==> src/rtl/esens_pkg.sv <==
// Shared types, codes and the frame encoding of the sensitivity serializer.
// No dependencies.
package esens_pkg;

  typedef struct packed {
    logic [1:0] func;
    logic [7:0] sensitivity;
  } in_item_t;

  typedef struct packed {
    logic level;
    logic error;
    logic last;
  } out_item_t;

  // Command selector codes.
  localparam logic [1:0] FUNC_ERASE   = 2'd0;
  localparam logic [1:0] FUNC_PROGRAM = 2'd1;

  // Configuration register indexes and reset values.
  localparam logic REG_PROGRAM_BYTE = 1'b0;
  localparam logic REG_ERASE_BYTE   = 1'b1;
  localparam logic [7:0] PROGRAM_BYTE_RESET = 8'd105;
  localparam logic [7:0] ERASE_BYTE_RESET   = 8'd131;

  localparam int CFG_DATA_WIDTH = 8;
  localparam int QUEUE_DEPTH_DEFAULT = 2;

  // Frame geometry.
  localparam logic [3:0] LAST_SLOT = 4'd13;
  localparam logic [1:0] LAST_FRAME_ERASE   = 2'd1;
  localparam logic [1:0] LAST_FRAME_PROGRAM = 2'd2;

  typedef enum logic [1:0] {
    KIND_ERASE,
    KIND_PROGRAM,
    KIND_ERROR
  } cmd_kind_t;

  typedef struct packed {
    cmd_kind_t  kind;
    logic [7:0] sensitivity;
  } cmd_t;

  typedef enum logic {
    ST_IDLE,
    ST_SEND
  } back_state_t;

  // Line level of one slot of the frame that carries byte v.
  function automatic logic frame_level(input logic [7:0] v, input logic [3:0] slot);
    logic lvl;
    case (slot)
      4'd0, 4'd1, 4'd3: lvl = 1'b0;
      4'd2:  lvl = 1'b1;
      4'd4:  lvl = v[7];
      4'd5:  lvl = v[6];
      4'd6:  lvl = v[5];
      4'd7:  lvl = v[4];
      4'd8:  lvl = ~v[4];
      4'd9:  lvl = v[3];
      4'd10: lvl = v[2];
      4'd11: lvl = v[1];
      4'd12: lvl = v[0];
      default: lvl = ~v[0];
    endcase
    return lvl;
  endfunction

endpackage

==> src/rtl/esens_front.sv <==
// Front part: accepts command items and classifies them into queue entries.
// Depends on esens_pkg.
module esens_front
  import esens_pkg::*;
(
  input  logic     in_valid,
  output logic     in_ready,
  input  in_item_t in_item,
  input  logic     q_ready,
  output logic     q_push,
  output cmd_t     q_cmd
);

  assign in_ready = q_ready;
  assign q_push   = in_valid & q_ready;

  // Unused selector codes fall into the error class.
  always_comb begin
    q_cmd.sensitivity = in_item.sensitivity;
    case (in_item.func)
      FUNC_ERASE:   q_cmd.kind = KIND_ERASE;
      FUNC_PROGRAM: q_cmd.kind = KIND_PROGRAM;
      default:      q_cmd.kind = KIND_ERROR;
    endcase
  end

endmodule

==> src/rtl/esens_queue.sv <==
// Short command queue between the front and back parts.
// Depends on esens_pkg.
module esens_queue
  import esens_pkg::*;
#(
  parameter int DEPTH = QUEUE_DEPTH_DEFAULT
) (
  input  logic clk,
  input  logic rst,
  input  logic push,
  input  cmd_t push_cmd,
  output logic push_ready,
  input  logic pop,
  output logic pop_valid,
  output cmd_t pop_cmd
);

  localparam int PW = (DEPTH > 1) ? $clog2(DEPTH) : 1;
  localparam int CW = $clog2(DEPTH + 1);
  localparam logic [PW-1:0] LAST_PTR = PW'(DEPTH - 1);
  localparam logic [CW-1:0] FULL_COUNT = CW'(DEPTH);

  cmd_t          entries [DEPTH];
  logic [PW-1:0] wr_ptr;
  logic [PW-1:0] rd_ptr;
  logic [CW-1:0] count;
  logic          do_push;
  logic          do_pop;

  assign push_ready = (count != FULL_COUNT);
  assign pop_valid  = (count != '0);
  assign pop_cmd    = entries[rd_ptr];
  assign do_push    = push & push_ready;
  assign do_pop     = pop & pop_valid;

  always_ff @(posedge clk) begin
    if (rst) begin
      wr_ptr <= '0;
      rd_ptr <= '0;
      count  <= '0;
    end else begin
      if (do_push) begin
        wr_ptr <= (wr_ptr == LAST_PTR) ? '0 : wr_ptr + 1'b1;
      end
      if (do_pop) begin
        rd_ptr <= (rd_ptr == LAST_PTR) ? '0 : rd_ptr + 1'b1;
      end
      if (do_push && !do_pop) begin
        count <= count + 1'b1;
      end else if (do_pop && !do_push) begin
        count <= count - 1'b1;
      end
    end
  end

  always_ff @(posedge clk) begin
    if (do_push) begin
      entries[wr_ptr] <= push_cmd;
    end
  end

endmodule

==> src/rtl/esens_back.sv <==
// Back part: slot sequencer that serializes one command into line-level items.
// Depends on esens_pkg.
module esens_back
  import esens_pkg::*;
(
  input  logic       clk,
  input  logic       rst,
  input  logic       q_valid,
  input  cmd_t       q_cmd,
  output logic       q_pop,
  input  logic [7:0] program_byte,
  input  logic [7:0] erase_byte,
  output logic       out_valid,
  input  logic       out_ready,
  output out_item_t  out_item
);

  back_state_t state, state_next;
  cmd_kind_t   kind, kind_next;
  logic [7:0]  sens, sens_next;
  logic [1:0]  frame, frame_next;
  logic [3:0]  slot, slot_next;
  logic        valid_q, valid_next;
  out_item_t   item_q, item_next;

  logic       slot_free;
  logic [7:0] cur_byte;
  logic [1:0] final_frame;
  logic       final_slot;

  assign slot_free = ~valid_q | out_ready;
  assign out_valid = valid_q;
  assign out_item  = item_q;

  always_comb begin
    case (frame)
      2'd0:    cur_byte = (kind == KIND_ERASE) ? erase_byte : program_byte;
      2'd1:    cur_byte = (kind == KIND_ERASE) ? erase_byte : sens;
      default: cur_byte = ~sens;
    endcase
  end

  assign final_frame = (kind == KIND_ERASE) ? LAST_FRAME_ERASE : LAST_FRAME_PROGRAM;
  assign final_slot  = (slot == LAST_SLOT) && (frame == final_frame);

  always_comb begin
    state_next = state;
    kind_next  = kind;
    sens_next  = sens;
    frame_next = frame;
    slot_next  = slot;
    valid_next = valid_q & ~out_ready;
    item_next  = item_q;
    q_pop      = 1'b0;
    case (state)
      ST_IDLE: begin
        if (q_valid) begin
          q_pop      = 1'b1;
          kind_next  = q_cmd.kind;
          sens_next  = q_cmd.sensitivity;
          frame_next = '0;
          slot_next  = '0;
          state_next = ST_SEND;
        end
      end
      ST_SEND: begin
        if (slot_free) begin
          valid_next = 1'b1;
          if (kind == KIND_ERROR) begin
            item_next  = '{level: 1'b0, error: 1'b1, last: 1'b1};
            state_next = ST_IDLE;
          end else begin
            item_next = '{level: frame_level(cur_byte, slot), error: 1'b0,
                          last: final_slot};
            if (final_slot) begin
              state_next = ST_IDLE;
            end else if (slot == LAST_SLOT) begin
              slot_next  = '0;
              frame_next = frame + 1'b1;
            end else begin
              slot_next = slot + 1'b1;
            end
          end
        end
      end
      default: state_next = ST_IDLE;
    endcase
  end

  always_ff @(posedge clk) begin
    if (rst) begin
      state   <= ST_IDLE;
      valid_q <= 1'b0;
    end else begin
      state   <= state_next;
      valid_q <= valid_next;
    end
  end

  always_ff @(posedge clk) begin
    kind   <= kind_next;
    sens   <= sens_next;
    frame  <= frame_next;
    slot   <= slot_next;
    item_q <= item_next;
  end

endmodule

==> src/rtl/effector_sensitivity_serializer.sv <==
// Top level of the probe sensitivity serializer: configuration registers,
// front part, command queue and back part. Depends on esens_pkg and the esens_* modules.
//
//   Channel  Direction  Handshake              Carries
//   in       input      in_valid / in_ready    in_item_t: func, sensitivity
//   out      output     out_valid / out_ready  out_item_t: level, error, last
//   cfg      input      cfg_we (no wait)       cfg_index, cfg_data
//
// The back part's slot sequencer puts out one slot per cycle while out is not
// stalled: a program command yields 42 slots, an erase command 28, a no-option
// command 1, and each command passes through the idle state to leave the queue.
// Reset (rst, synchronous) empties the queue, idles the sequencer, drops
// out_valid and restores both magic bytes.
// A stall on out holds the pending item; the queue keeps taking commands
// until it is full, then in_ready drops.
module effector_sensitivity_serializer
  import esens_pkg::*;
#(
  parameter int QUEUE_DEPTH = QUEUE_DEPTH_DEFAULT
) (
  input  logic                      clk,
  input  logic                      rst,
  input  logic                      in_valid,
  output logic                      in_ready,
  input  in_item_t                  in_item,
  output logic                      out_valid,
  input  logic                      out_ready,
  output out_item_t                 out_item,
  input  logic                      cfg_we,
  input  logic                      cfg_index,
  input  logic [CFG_DATA_WIDTH-1:0] cfg_data
);

  logic [7:0] program_byte;
  logic [7:0] erase_byte;

  logic q_ready;
  logic q_push;
  cmd_t q_in_cmd;
  logic q_pop;
  logic q_valid;
  cmd_t q_out_cmd;

  // Magic bytes. The user must send writes only while the block is idle; the block
  // does not enforce this. The back part reads them directly while it serializes.
  always_ff @(posedge clk) begin
    if (rst) begin
      program_byte <= PROGRAM_BYTE_RESET;
      erase_byte   <= ERASE_BYTE_RESET;
    end else if (cfg_we) begin
      case (cfg_index)
        REG_PROGRAM_BYTE: program_byte <= cfg_data;
        REG_ERASE_BYTE:   erase_byte   <= cfg_data;
        default: ;
      endcase
    end
  end

  // The front decodes each accepted item into an erase, program or error command.
  esens_front u_front (
    .in_valid (in_valid),
    .in_ready (in_ready),
    .in_item  (in_item),
    .q_ready  (q_ready),
    .q_push   (q_push),
    .q_cmd    (q_in_cmd)
  );

  // The queue lets the front keep accepting while the back part is busy.
  esens_queue #(
    .DEPTH (QUEUE_DEPTH)
  ) u_queue (
    .clk        (clk),
    .rst        (rst),
    .push       (q_push),
    .push_cmd   (q_in_cmd),
    .push_ready (q_ready),
    .pop        (q_pop),
    .pop_valid  (q_valid),
    .pop_cmd    (q_out_cmd)
  );

  // The back part walks frames and slots and drives the output register.
  esens_back u_back (
    .clk          (clk),
    .rst          (rst),
    .q_valid      (q_valid),
    .q_cmd        (q_out_cmd),
    .q_pop        (q_pop),
    .program_byte (program_byte),
    .erase_byte   (erase_byte),
    .out_valid    (out_valid),
    .out_ready    (out_ready),
    .out_item     (out_item)
  );

endmodule

==> config.mk <==
export PLATFORM = sky130hd
export DESIGN_NAME = effector_sensitivity_serializer
export DESIGN_NICKNAME = d
export VERILOG_FILES = /design/src/rtl/esens_pkg.sv /design/src/rtl/esens_front.sv /design/src/rtl/esens_queue.sv /design/src/rtl/esens_back.sv /design/src/rtl/effector_sensitivity_serializer.sv
export SDC_FILE = /design/constraint.sdc
export NUM_CORES = 1
export LEC_CHECK = 0
export ABC_AREA = 1
export BUFFER_PORTS_ARGS = -buffer_cell sky130_fd_sc_hd__buf_4
export CAP_MARGIN = 10
export CORE_MARGIN = 2
export CORE_UTILIZATION = 35
export CTS_CLUSTER_SIZE = 12
export DETAILED_ROUTE_END_ITERATION = 8
export SYNTH_ARGS = -nofsm -noshare
export SYNTH_HDL_FRONTEND = slang
export SYNTH_HIERARCHICAL = 1
export SYNTH_SLANG_ARGS = --single-unit
==> constraint.sdc <==
create_clock -name clk -period 2.1 [get_ports clk]
set_clock_uncertainty 0.1 [all_clocks]
set_input_delay 0.105 -clock clk [delete_from_list [all_inputs] [get_ports clk]]
set_output_delay 0.105 -clock clk [all_outputs]
set_load 0.03 [all_outputs]
## After elaboration in Yosys (flattened, before gate mapping)

Memory sizes are Yosys's and may differ from the RTL's. A register that Yosys moved wholly into a read port is not among the register bits.
Index checks and enable logic that the tools add are counted.

- $add $sub $neg: 6
- Eq/ne operators: 23
- Mux-type cells: 33
- Bitwise gates (word level): 12
- Reductions and logical operators: 18

Operator list:

| kind | number |
|---|---|
| $eq 4x4->1 const B | 6 |
| $mux 4 | 5 |
| $mux 2 | 9 |
| $eq 4x3->1 const B | 4 |
| $mux 8 | 2 |
| $pmux 8 s2 | 1 |
| $ne 2x2->1 const B | 6 |
| $mux 1 | 11 |
| $pmux 1 s11 | 1 |
| $eq 4x2->1 const B | 2 |
| $not 8->8 | 1 |
| $pmux 2 s2 | 2 |
| $pmux 4 s2 | 1 |
| $reduce_and 2->1 | 4 |
| $logic_not 2->1 | 3 |
| $not 1->1 | 6 |
| $reduce_and 5->1 | 1 |
| $add 2x1->2 const B | 2 |
| $add 4x1->4 const B | 1 |
| $and 1x1->1 | 4 |
| $eq 2x1->1 const B | 2 |
| $eq 4x1->1 const B | 1 |
| $logic_not 4->1 | 1 |
| $reduce_and 4->1 | 1 |
| 10 further kinds | 15 |

- Register bits after elaboration: 31
- RAM bits: 20
- Input bits: 24
- Output and inout bits: 5
- Memories: 1

Memories:

| memory | depth | width | rd ports | clocked after Yosys merged registers in | wr ports | RTL line | text |
|---|---|---|---|---|---|---|---|
| u_queue.entries | 2 | 10 | 1 | 1 | 1 | esens_queue.sv:23 | `cmd_t entries [DEPTH];` |

## Logic depth before layout (Yosys ltp)

Gate-level depths: netlist of run 1.

- Word-level depth: 8
- Gate-level depth with buffers: 13

## By module

The synthesis of run 1 kept the hierarchy.

Modules (own cells, without submodules):

| module | times used | cells each | area each (µm²) | sequential area each (µm²) |
|---|---|---|---|---|
| esens_back | 1 | 183 | 1,395.1 | 610.6 |
| esens_queue | 1 | 68 | 1,014.7 | 700.7 |
| effector_sensitivity_serializer | 1 | 81 | 618.1 | 320.3 |
| esens_front | 1 | 14 | 86.3 | 0.0 |

## Worst setup path after synthesis of run 1

OpenSTA, ideal clock, no wires.

- Kind: register to register
- From: register u_queue.count[1]
- To: register u_queue.count[1]
- Arrival time: 1.817 ns
- Setup slack: 0.120 ns
- Stages on the path, launching flop included: 12
- Period minus slack after synthesis: 1.980 ns
- Cell sequence: dfxtp_1 -> inv_1 -> nand2_2 -> inv_1 -> nor2_1 -> nand2_1 -> ha_1 -> inv_1 -> nand3_1 -> nand2_1 -> inv_1 -> nor2_1

- Longest elaborated chain between the ends: 7

Ends and longest elaborated chain:

| item | RTL line | text |
|---|---|---|
| from (decl) | esens_queue.sv:26 | `logic [CW-1:0] count;` |
| from (signal assigned) | esens_queue.sv:49 | `count <= count + 1'b1;` |
| from (signal assigned) | esens_queue.sv:51 | `count <= count - 1'b1;` |
| $reduce_bool 2->1 (*) | esens_queue.sv:31 | `assign pop_valid = (count != '0);` |
| via q_valid | effector_sensitivity_serializer.sv:41 | `logic q_valid;` |
| $mux 1 (*) | esens_back.sv:57 | `if (q_valid) begin` |
| $mux 1 (*) | esens_back.sv:55 | `case (state)` |
| via q_pop | effector_sensitivity_serializer.sv:40 | `logic q_pop;` |
| $and 1x1->1 (*) | esens_queue.sv:34 | `assign do_pop = pop & pop_valid;` |
| $logic_not 1->1 | esens_queue.sv:48 | `if (do_push && !do_pop) begin` |
| $logic_and 1x1->1 | esens_queue.sv:48 |  |
| $mux 2 / $reduce_bool 2->1 (equally long branches) | n/a |  |

Mark *: on every way through the listed nets, which the timed path passes. The rest lies on a longest branch. The select of a mux whose other input is x is not followed.
A chain may end at the register's enable or synchronous reset.

## Worst setup path in the final report of run 1

- From: register u_back.frame[0]
- To: register u_back.item_q, in the netlist u_back/out_item[2] (data pin)

- Longest elaborated chain between the ends: 4

Ends and longest elaborated chain:

| item | RTL line | text |
|---|---|---|
| from (decl) | esens_back.sv:21 | `logic [1:0] frame, frame_next;` |
| from (signal assigned) | esens_back.sv:103 | `frame <= frame_next;` |
| $eq 2x1->1 / $logic_not 2->1 (equally long branches) | esens_back.sv:36 | `case (frame)` |
| $pmux 8 s2 (*) | esens_back.sv:36 |  |
| $not 1->1 (on tied branches) | esens_pkg.sv:65, esens_pkg.sv:60 |  |
| $pmux 1 s11 (*) | esens_pkg.sv:53 | `case (slot)` |
| to (signal assigned) | esens_back.sv:105 | `item_q <= item_next;` |
| to (decl) | esens_back.sv:24 | `out_item_t item_q, item_next;` |

Mark *: on every way between the ends. The rest lies on a longest branch, timed or not.

==> impl_metrics.toml, run 1 <==
[sta]
tightest_slew_ns = 0.629
period_share = 0.901
hold_viol = 0
relSlewSlack = 0.580
rsz0062_at_grt = "false"
period_minus_slack_ns = 1.89
finalMaxSlewViolations = 0
finalSetupViolations = 0
tns_ns = 0
fmax_mhz = 529

[clock_tree]
path_clk_slew_ns = 0.08
clk_latency_ns = 0.34
cts-root-buf = "clkbuf_8"
htree_levels = 3
cts_sinks = 62
postCtsSetupBuffers = 0
cts_tree = "yes"
cts_buffers = 9
clockBufferDepth = 2

[global_routing]
grt.overflow.total = 0
grt_antenna_before_repair = 0
grt_pass1_wl_mm = 10.4
grt_start_max_net_pins = 17
grtUsageTotal = 0.136
grt_pass1_vias = 2310

[pwr]
comb_power_share = 0.379
p_per_area_mw_per_mm2 = 1330
p_leak_uw = 0.00169
p_sw_frac = 0.376
intPower_uw = 3160
clkPwrFrac = 0.228
p_seq_frac = 0.392
peakVddDrop_mv = 0.543
power_switching_uw = 1900

[finish]
final_layout_size_suffix_gt1_frac = 0.213
fin_cells = 508
areaGrowthSynthToFinish_pct = 22.3
final_nets = 426
insertedDiodeCount = 0

[synth]
netlist_area_mm2 = 0.00311
yosysWarnings = 6
syn-num-nets = 377
synth-seq-cells = 62
ys_top_cells_by_area = "edfxtp_1 38%, dfxtp_1 15%, nand2_1 9.8%, nor2_1 5.4%, nand3_1 5.3%"
synth-edff-count = 39
yosys.area.top_type_share = 0.376
syn_avg_cell_area_um2 = 9.00
seq_area_frac_synth = 0.524
synth_most_common_cell = "nand2_1"
synthCells = 346
synth_common_cells = "81 x nand2_1, 45 x nor2_1, 39 x edfxtp_1, 34 x inv_1, 33 x nand3_1"
async_flop_share = 0
synth_ff_type = "edfxtp_1"
ys_types = 32
synth.largest_area_cell = "edfxtp_1"

[detailed_routing]
wl_mm = 6.10
drc_errors = 0
ant_nets = 0
drtPass1Iterations = 4
avgViaCountPerCell = 4.57
wl_per_cell_um = 12.0
drt_iter0_markers = 143
vias = 2321

[setup_path]
path_buf_inv = 2
cp_data_arrival_time_ns = 1.89
endpoint = "u_back/out_item[2]$_SDFFCE_PP0P_"
crit_start = "u_back/frame[0]$_SDFFCE_PN0P_"
rrSetupSlack_ns = 0.21
cp_cell_sequence = "inv_1, ha_1, buf_4, nand2_1, nand2_1, a21oi_1, nand3_1, nand2_1, nand3_1, nor2_1, nor2_1"
slowest_delay_ns = 0.40
cp-start-kind = "register"
cp-end-kind = "register"
r2r-start = "u_back/frame[0]$_SDFFCE_PN0P_"
r2r_cells = 11
crit_path_frequent_cell = "nand2_1"
critPathTopFamily = "simple AND/OR/NAND/NOR gates"
reg2reg_to = "u_back/out_item[2]$_SDFFCE_PP0P_"
crit_path_top_delay_cell = "edfxtp_1"
cp_max_fo = 8
path_class = "reg -> reg"
critical_path_depth = 11
required_ns = 2.10

[floorplanning]
initial_utilization = 0.359
die_y_um = 98.3
fp-row-count = 34
io-pin-count = 29
die_w_um = 98.3
core_area_mm2 = 0.00868
die_area_mm2 = 0.00967

[min_path]
min_path_type = "in -> reg"

[place]
portBuffers = 28
dp.cells = 472
gp_congestion = 0.863
place_hpwl_mm = 4.53

[outcome]
status = "finished clean"

[flow_run]
drv_cap = 0
## cell families after synthesis
kind of cell / synth area share
simple gates: 0.252
mux: 0.0482
fa+ha+maj: 0.0281
buf+inv: 0.0988
compound gates: 0.0486
flops: 0.524
## layer usage
layer  track usage  vias to the layer above  part of all wire
li1              -                     1214                 -
met1         0.164                     1067              0.46
met2         0.234                       32              0.49
met3        0.0351                        8             0.036
met4        0.0506                        0             0.011
met5             0                        -                 0
## final cells by class
cell class,count,area [um^2]
clock buffers,9,124
clock inverters,7,98.8
fillers,867,4870
inverters,45,178
multi-input cells,222,1180
flip-flops and latches,62,1630
well taps,108,135
repair buffers,55,463
## worst min-delay path by stage
stage,startpoint,endpoint,slack (ns),cells past startpoint
after floorplan,rst,u_back/out_valid$_SDFF_PP0_,0.07,1
after global placement,in_item[5],u_queue/entries[0][5]$_DFFE_PP_,0.19,1
after detailed placement,in_item[5],u_queue/entries[0][5]$_DFFE_PP_,0.19,1
after CTS,cfg_we,program_byte[3]$_SDFFE_PP1P_,0.003,3
after global routing,cfg_we,program_byte[3]$_SDFFE_PP1P_,0.01,3
final,cfg_we,program_byte[6]$_SDFFE_PP1P_,0.02,3
## sequential cells by signal (all words and copies together) (netlist names), named ones only
name and cells:
erase_byte 8, program_byte 8, u_back/frame 2, u_back/kind 2, u_back/out_item 3, u_back/out_valid 1, u_back/sens 8, u_back/slot 4
u_back/state 1, u_queue/count 2, u_queue/entries 20, u_queue/rd_ptr 1, u_queue/wr_ptr 1
## placed cells by master, fill, tap and decap left out, types with 3 or more instances in the layout
cell and count:
a21oi_1 10, buf_4 35, clkbuf_8 9, clkinv_4 4, dfxtp_1 23, dlygate4sd3_1 20
edfxtp_1 39, ha_1 6, inv_1 34, inv_2 8, mux2_4 10, nand2_1 81
nand2_2 4, nand3_1 33, nand4_1 3, nor2_1 45, o21ai_0 12
## stage by stage
| step | area [um^2] | hold slack, ns | worst slack (ns) | utilization | total power [uW] |
|---|---|---|---|---|---|
| 4_1_cts | 3800 | 0.00272 | 0.138 | 0.438 | 5120 |
| 3_3_place_gp | 3380 | 0.190 | 0.218 | 0.390 | 3890 |
| 6_report | 3810 | 0.0186 | 0.208 | 0.439 | 5070 |
| 3_5_place_dp | 3380 | 0.192 | 0.145 | 0.390 | 3910 |
| 5_1_grt | 3810 | 0.0130 | 0.0358 | 0.439 | 5470 |
| 2_1_floorplan | 3110 | 0.0741 | 0.120 | - | 3420 |
## power by group through the flow
stage	registers (uW)	logic, uW	clock network [uW]
after floorplan	1930	1490	0
after detailed placement	2020	1890	0
after CTS	1990	1940	1190
after global routing	2040	2190	1250
final	1990	1920	1160
after global placement	2010	1880	0
## timing repair
action / 4_1_cts / 5_1_grt
hold endpoints to repair: 38 / 0
hold buffers: 20 / 0
endpoints found under the setup margin: 0 / 1
resized for setup: 0 / 1
## worst register-to-register path: cells and delay by family, from the launching register on
kind	cells	cell delay, ns
AOI/OAI and AO/OA	1	0.13
buffers and inverters	2	0.26
and+or+nand+nor	7	0.50
DFF	1	0.40
adders and majority gates	1	0.28
(Power assumes the default switching activity.)
==> run 2, diff against run 1 <==
==> constraint.sdc (replaced) <==
create_clock -name clk -period 1.5 [get_ports clk]
set_clock_uncertainty 0.1 [all_clocks]
set_input_delay 0.075 -clock clk [delete_from_list [all_inputs] [get_ports clk]]
set_output_delay 0.075 -clock clk [all_outputs]
set_load 0.03 [all_outputs]
==> run 2 against run 1 <==
Flip-flop and latch count is the same. Total power is 63% higher. Clock-buffer cell count up 3. Worst hold slack gained 0.065 ns. Die area is the same. Maximum frequency up 5.8%. Combinational power increased by 110%. Sequential share of layout area down 5.0 points. Critical path depth down 1. The run now ends with setup timing left. Global-route usage rose by 0.60 points. Critical path type unchanged.
==> impl_metrics.toml, run 2 (synthesis results as in run 1) <==
[global_routing]
grt.overflow.total = 0
grt_start_max_net_pins = 17
grt_antenna_before_repair = 0
grtUsageTotal = 0.142
grt_pass1_vias = 2474
grt_pass1_wl_mm = 11.0

[outcome]
failed_checks = "setup timing"
status = "finished, violations left"

[sta]
fmax_mhz = 559
relSlewSlack = 0.696
period_minus_slack_ns = 1.79
period_share = 1.19
rsz0062_at_grt = "true"
setup_ws_ns = -0.288
hold_viol = 0
finalMaxSlewViolations = 0
tightest_slew_ns = 0.455
finalSetupViolations = 13

[clock_tree]
clk_latency_ns = 0.34
cts_buffers = 9
cts_tree = "yes"
cts-root-buf = "clkbuf_8"
htree_levels = 3
path_clk_slew_ns = 0.07
clockBufferDepth = 2
cts_sinks = 62

[floorplanning]
io-pin-count = 29
fp-row-count = 34
die_area_mm2 = 0.00967
die_y_um = 98.3
core_area_mm2 = 0.00868
initial_utilization = 0.359
die_w_um = 98.3

[min_path]
min_path_type = "in -> reg"
min_from = "in_valid"
min_to = "u_queue/wr_ptr$_SDFFE_PP0P_"
min_path_cells = 7

[detailed_routing]
avgViaCountPerCell = 4.62
drtPass1Iterations = 4
vias = 2517
drt_iter0_markers = 136
drc_errors = 0
wl_mm = 6.51
wl_per_cell_um = 11.9
ant_nets = 0

[pwr]
p_leak_uw = 0.00190
power_switching_uw = 3090
p_seq_frac = 0.337
p_sw_frac = 0.374
intPower_uw = 5180
clkPwrFrac = 0.173
p_per_area_mw_per_mm2 = 1920
comb_power_share = 0.490
peakVddDrop_mv = 1.05

[place]
placed_area_mm2 = 0.00364
gp_congestion = 0.849
place_hpwl_mm = 4.48
portBuffers = 28
dp_worst_setup_slack_ns = -0.408

[setup_path]
crit_path_top_delay_cell = "edfxtp_1"
r2r-start = "u_back/frame[0]$_SDFFCE_PN0P_"
cp_max_fo = 8
rrSetupSlack_ns = -0.29
path_class = "reg -> reg"
cp_data_arrival_time_ns = 1.78
cp-start-kind = "register"
slowest_delay_ns = 0.42
cp-end-kind = "register"
cp_cell_sequence = "buf_6, ha_4, nor2_8, inv_2, or2_0, nand3_2, buf_4, nand2_1, nand2_1, nor2_1"
required_ns = 1.49
r2r_cells = 10
reg2reg_to = "u_back/out_item[2]$_SDFFCE_PP0P_"
crit_path_frequent_cell = "nand2_1"

[finish]
finalInstanceArea_mm2 = 0.00432
insertedDiodeCount = 0
layout_common_cells = "75 x nand2_1, 62 x buf_4, 40 x nor2_1, 39 x edfxtp_1, 27 x nand3_1"
areaGrowthSynthToFinish_pct = 38.7
final_common_cell = "nand2_1"
final_layout_size_suffix_gt1_frac = 0.362
largest_reg_flops = 20
top_register = "u_queue/entries"
final_nets = 463

[flow_run]
drv_cap = 0
[run 2: cell types whose count changed in the layout (fill, tap and decap cells not counted), moves of 6 or more]
cell and change:
nand2_1 -6, buf_4 +27, nand3_1 -6, nand3_2 +6
inv_1 -11, inv_2 +8
[run 2: power groups by stage]
stage               logic [uW]  clock network, uW  registers (uW)
floorplan                 2220                  0            2720
global placement          3250                  0            2770
detailed placement        3290                  0            2790
CTS                       3710               1480            2770
global route              4500               1560            2850
finish                    4060               1430            2790
[run 2: worst max-delay path by stage]
stage,to,slack [ns],depth (start not counted),startpoint
after floorplan,u_back/out_item[2]$_SDFFCE_PP0P_,-0.22,13,u_back/frame[0]$_SDFFCE_PN0P_
after global placement,u_back/out_item[2]$_SDFFCE_PP0P_,-0.35,12,u_back/frame[1]$_SDFFCE_PN0P_
after detailed placement,u_back/out_item[2]$_SDFFCE_PP0P_,-0.41,12,u_back/frame[1]$_SDFFCE_PN0P_
after CTS,u_back/out_item[2]$_SDFFCE_PP0P_,-0.26,12,u_back/frame[1]$_SDFFCE_PN0P_
after global routing,u_back/out_item[2]$_SDFFCE_PP0P_,-0.43,12,u_back/frame[1]$_SDFFCE_PN0P_
final,u_back/out_item[2]$_SDFFCE_PP0P_,-0.29,10,u_back/frame[0]$_SDFFCE_PN0P_
[run 2: area by class of cell]
type,count,area (um^2)
Clock buffer,12,145
Clock inverter,4,46.3
Fill cell,806,4360
Inverter,45,189
Multi-Input combinational cell,222,1370
Sequential cell,62,1640
Tap cell,108,135
Timing Repair Buffer,92,800
[run 2: what timing repair did]
action,in CTS,in global routing
pin swaps,10,16
buffers inserted,6,6
hold buffers,24,0
endpoints found under the setup margin,14,15
resized for setup,20,26
hold endpoints to repair,40,0
[run 2: critical path: cells and delay by family, from the launching register on]
kind / cells / cell delay [ns]
fa+ha+maj: 1 / 0.19
buf+inv: 3 / 0.30
simple gates: 6 / 0.54
flops: 1 / 0.42
[run 2: per-stage QoR]
stage	hold slack, ns	total power, uW	setup TNS (ns)	util	cells
after CTS	0.117	7960	-2.35	0.483	539
after global placement	0.160	6020	-2.20	0.419	493
final	0.0834	8280	-1.99	0.498	545
after detailed placement	0.162	6070	-2.43	0.419	493
after global routing	0.108	8900	-3.22	0.498	545
after floorplan	0.0441	4950	-0.324	-	346
[run 2: layer usage]
metal | global-route usage | part of all wire | wire (um)
met3 | 0.0401 | 0.031 | 200
met4 | 0.0622 | 0.024 | 159
met2 | 0.243 | 0.50 | 3270
met5 | 0 | 0 | 0
met1 | 0.167 | 0.44 | 2880
==> run 3, diff against run 2 <==
==> constraint.sdc (replaced) <==
create_clock -name clk -period 1.5 [get_ports clk]
set_clock_uncertainty 0.1 [all_clocks]
set_input_delay 0.225 -clock clk [delete_from_list [all_inputs] [get_ports clk]]
set_output_delay 0.225 -clock clk [all_outputs]
set_load 0.03 [all_outputs]
==> run 3 against run 2 <==
The run still ends with setup timing left. Combinational power about the same. Sequential power about the same. Global-route usage decreased by 0.15 points. Core utilization decreased by 1.4 points. Flip-flop and latch count unchanged. Clock power about the same. Worst setup slack got worse by 0.0070 ns. Critical path type unchanged.
==> impl_metrics.toml, run 3 (synthesis results as in run 1) <==
[setup_path]
cp-end-kind = "register"
cp-start-kind = "register"
crit_path_frequent_cell = "nand2_1"
cp_max_fo = 8
cp_data_arrival_time_ns = 1.79
path_buf_inv = 3
r2r-start = "u_back/frame[0]$_SDFFCE_PN0P_"
cp_cell_sequence = "buf_6, ha_4, nor2_8, inv_2, or2_0, nand3_2, buf_4, nand2_1, nand2_1, nor2_1"
slowest_delay_ns = 0.43
path_class = "reg -> reg"
required_ns = 1.49
crit_path_top_delay_cell = "edfxtp_1"
r2r_cells = 10
rrSetupSlack_ns = -0.29
critPathTopFamily = "simple AND/OR/NAND/NOR gates"
reg2reg_to = "u_back/out_item[2]$_SDFFCE_PP0P_"

[sta]
setup_ws_ns = -0.295
period_minus_slack_ns = 1.79
fmax_mhz = 557
rsz0062_at_grt = "true"
finalMaxSlewViolations = 0
hold_viol = 0
relSlewSlack = 0.749
period_share = 1.20
hold_ws_ns = 0.0160
tns_ns = -2.03
tightest_slew_ns = 0.376
finalSetupViolations = 13

[floorplanning]
fp-row-count = 34
die_area_mm2 = 0.00967
die_y_um = 98.3
core_area_mm2 = 0.00868
io-pin-count = 29
initial_utilization = 0.359
die_w_um = 98.3

[clock_tree]
cts-root-buf = "clkbuf_8"
cts_sinks = 62
cts_buffers = 9
htree_levels = 3
cts_tree = "yes"
clk_latency_ns = 0.34
path_clk_slew_ns = 0.07
clockBufferDepth = 2

[finish]
layout_common_cells = "75 x nand2_1, 61 x buf_4, 40 x nor2_1, 39 x edfxtp_1, 27 x nand3_1"
final_layout_size_suffix_gt1_frac = 0.373
areaGrowthSynthToFinish_pct = 34.8
largest_reg_flops = 20
insertedDiodeCount = 0
register_area_mm2 = 0.00164
n_fill_cell = 819
multi_input_area_mm2 = 0.00137
final_nets = 450
final_common_cell = "nand2_1"
top_register = "u_queue/entries"
finalInstanceArea_mm2 = 0.00420

[global_routing]
grt_antenna_before_repair = 0
grt.overflow.total = 0
grt_pass1_vias = 2421
grtUsageTotal = 0.141
grt_pass1_wl_mm = 10.9
grt_start_max_net_pins = 17

[min_path]
min_to = "erase_byte[0]$_SDFFE_PP1P_"
min_from = "cfg_data[0]"
min_path_type = "in -> reg"
min_path_cells = 3

[outcome]
failed_checks = "setup timing"
status = "finished, violations left"

[place]
dp_worst_setup_slack_ns = -0.408
portBuffers = 28
gp_congestion = 0.849
placed_area_mm2 = 0.00364
place_hpwl_mm = 4.48

[detailed_routing]
drtPass1Iterations = 4
wl_mm = 6.45
drt_iter0_markers = 108
ant_nets = 0
avgViaCountPerCell = 4.61
drc_errors = 0
wl_per_cell_um = 12.1
vias = 2453

[pwr]
p_per_area_mw_per_mm2 = 1970
peakVddDrop_mv = 1.03
p_leak_uw = 0.00184

[flow_run]
drv_cap = 0
[run 3: cell types whose count changed in the layout (fill, tap and decap cells not counted)]
cell / change
inv_4: +1
inv_1: -1
clkinvlp_4: +1
inv_2: -1
buf_4: -1
dlygate4sd3_1: -12
[run 3: how the worst max path moves through the flow]
stage | startpoint | to | slack (ns) | cells past startpoint
after floorplan | u_back/frame[0]$_SDFFCE_PN0P_ | u_back/out_item[2]$_SDFFCE_PP0P_ | -0.22 | 13
after global placement | u_back/frame[1]$_SDFFCE_PN0P_ | u_back/out_item[2]$_SDFFCE_PP0P_ | -0.35 | 12
after detailed placement | u_back/frame[1]$_SDFFCE_PN0P_ | u_back/out_item[2]$_SDFFCE_PP0P_ | -0.41 | 12
after CTS | u_back/frame[1]$_SDFFCE_PN0P_ | u_back/out_item[2]$_SDFFCE_PP0P_ | -0.26 | 12
after global routing | u_back/frame[1]$_SDFFCE_PN0P_ | u_back/out_item[2]$_SDFFCE_PP0P_ | -0.43 | 12
final | u_back/frame[0]$_SDFFCE_PN0P_ | u_back/out_item[2]$_SDFFCE_PP0P_ | -0.29 | 10
[run 3: layout make-up]
cell class,instances,area share
Clock buffer,12,0.0346
Clock inverter,4,0.0110
Inverter,45,0.0465
Multi-Input combinational cell,222,0.326
Sequential cell,62,0.390
Tap cell,108,0.0322
Timing Repair Buffer,79,0.160
[run 3: routing by layer]
metal	track usage	up-vias	routed length (um)
met5	0	-	0
met4	0.0558	0	102
met3	0.0387	12	201
met2	0.245	36	3290
met1	0.164	1143	2850
li1	-	1262	-
[run 3: what timing repair did]
item	in CTS	in global routing
endpoints found under the hold margin	22	0
pin swaps	10	16
setup buffers	6	5
hold buffers	12	0
endpoints found under the setup margin	14	16
resized for setup	20	28
[run 3: power by group]
part	internal, uW	total [uW]	switching [uW]
clock	805	1430	628
sequential	2430	2790	356
combinational	1910	4030	2120
[run 3: worst register-to-register path, cell delays in order, from the launching register on]
cell and delay (ns):
edfxtp_1 0.43, buf_6 0.15, ha_4 0.19, nor2_8 0.09, inv_2 0.05, or2_0 0.23, nand3_2 0.08, buf_4 0.10
nand2_1 0.05, nand2_1 0.05, nor2_1 0.04
[run 3: stage by stage]
step                instances  power (uW)   util
global placement          493        6020  0.419
CTS                       527        7940  0.469
floorplan                 346        4950      -
finish                    532        8250  0.484
detailed placement        493        6070  0.419
global route              532        8860  0.484
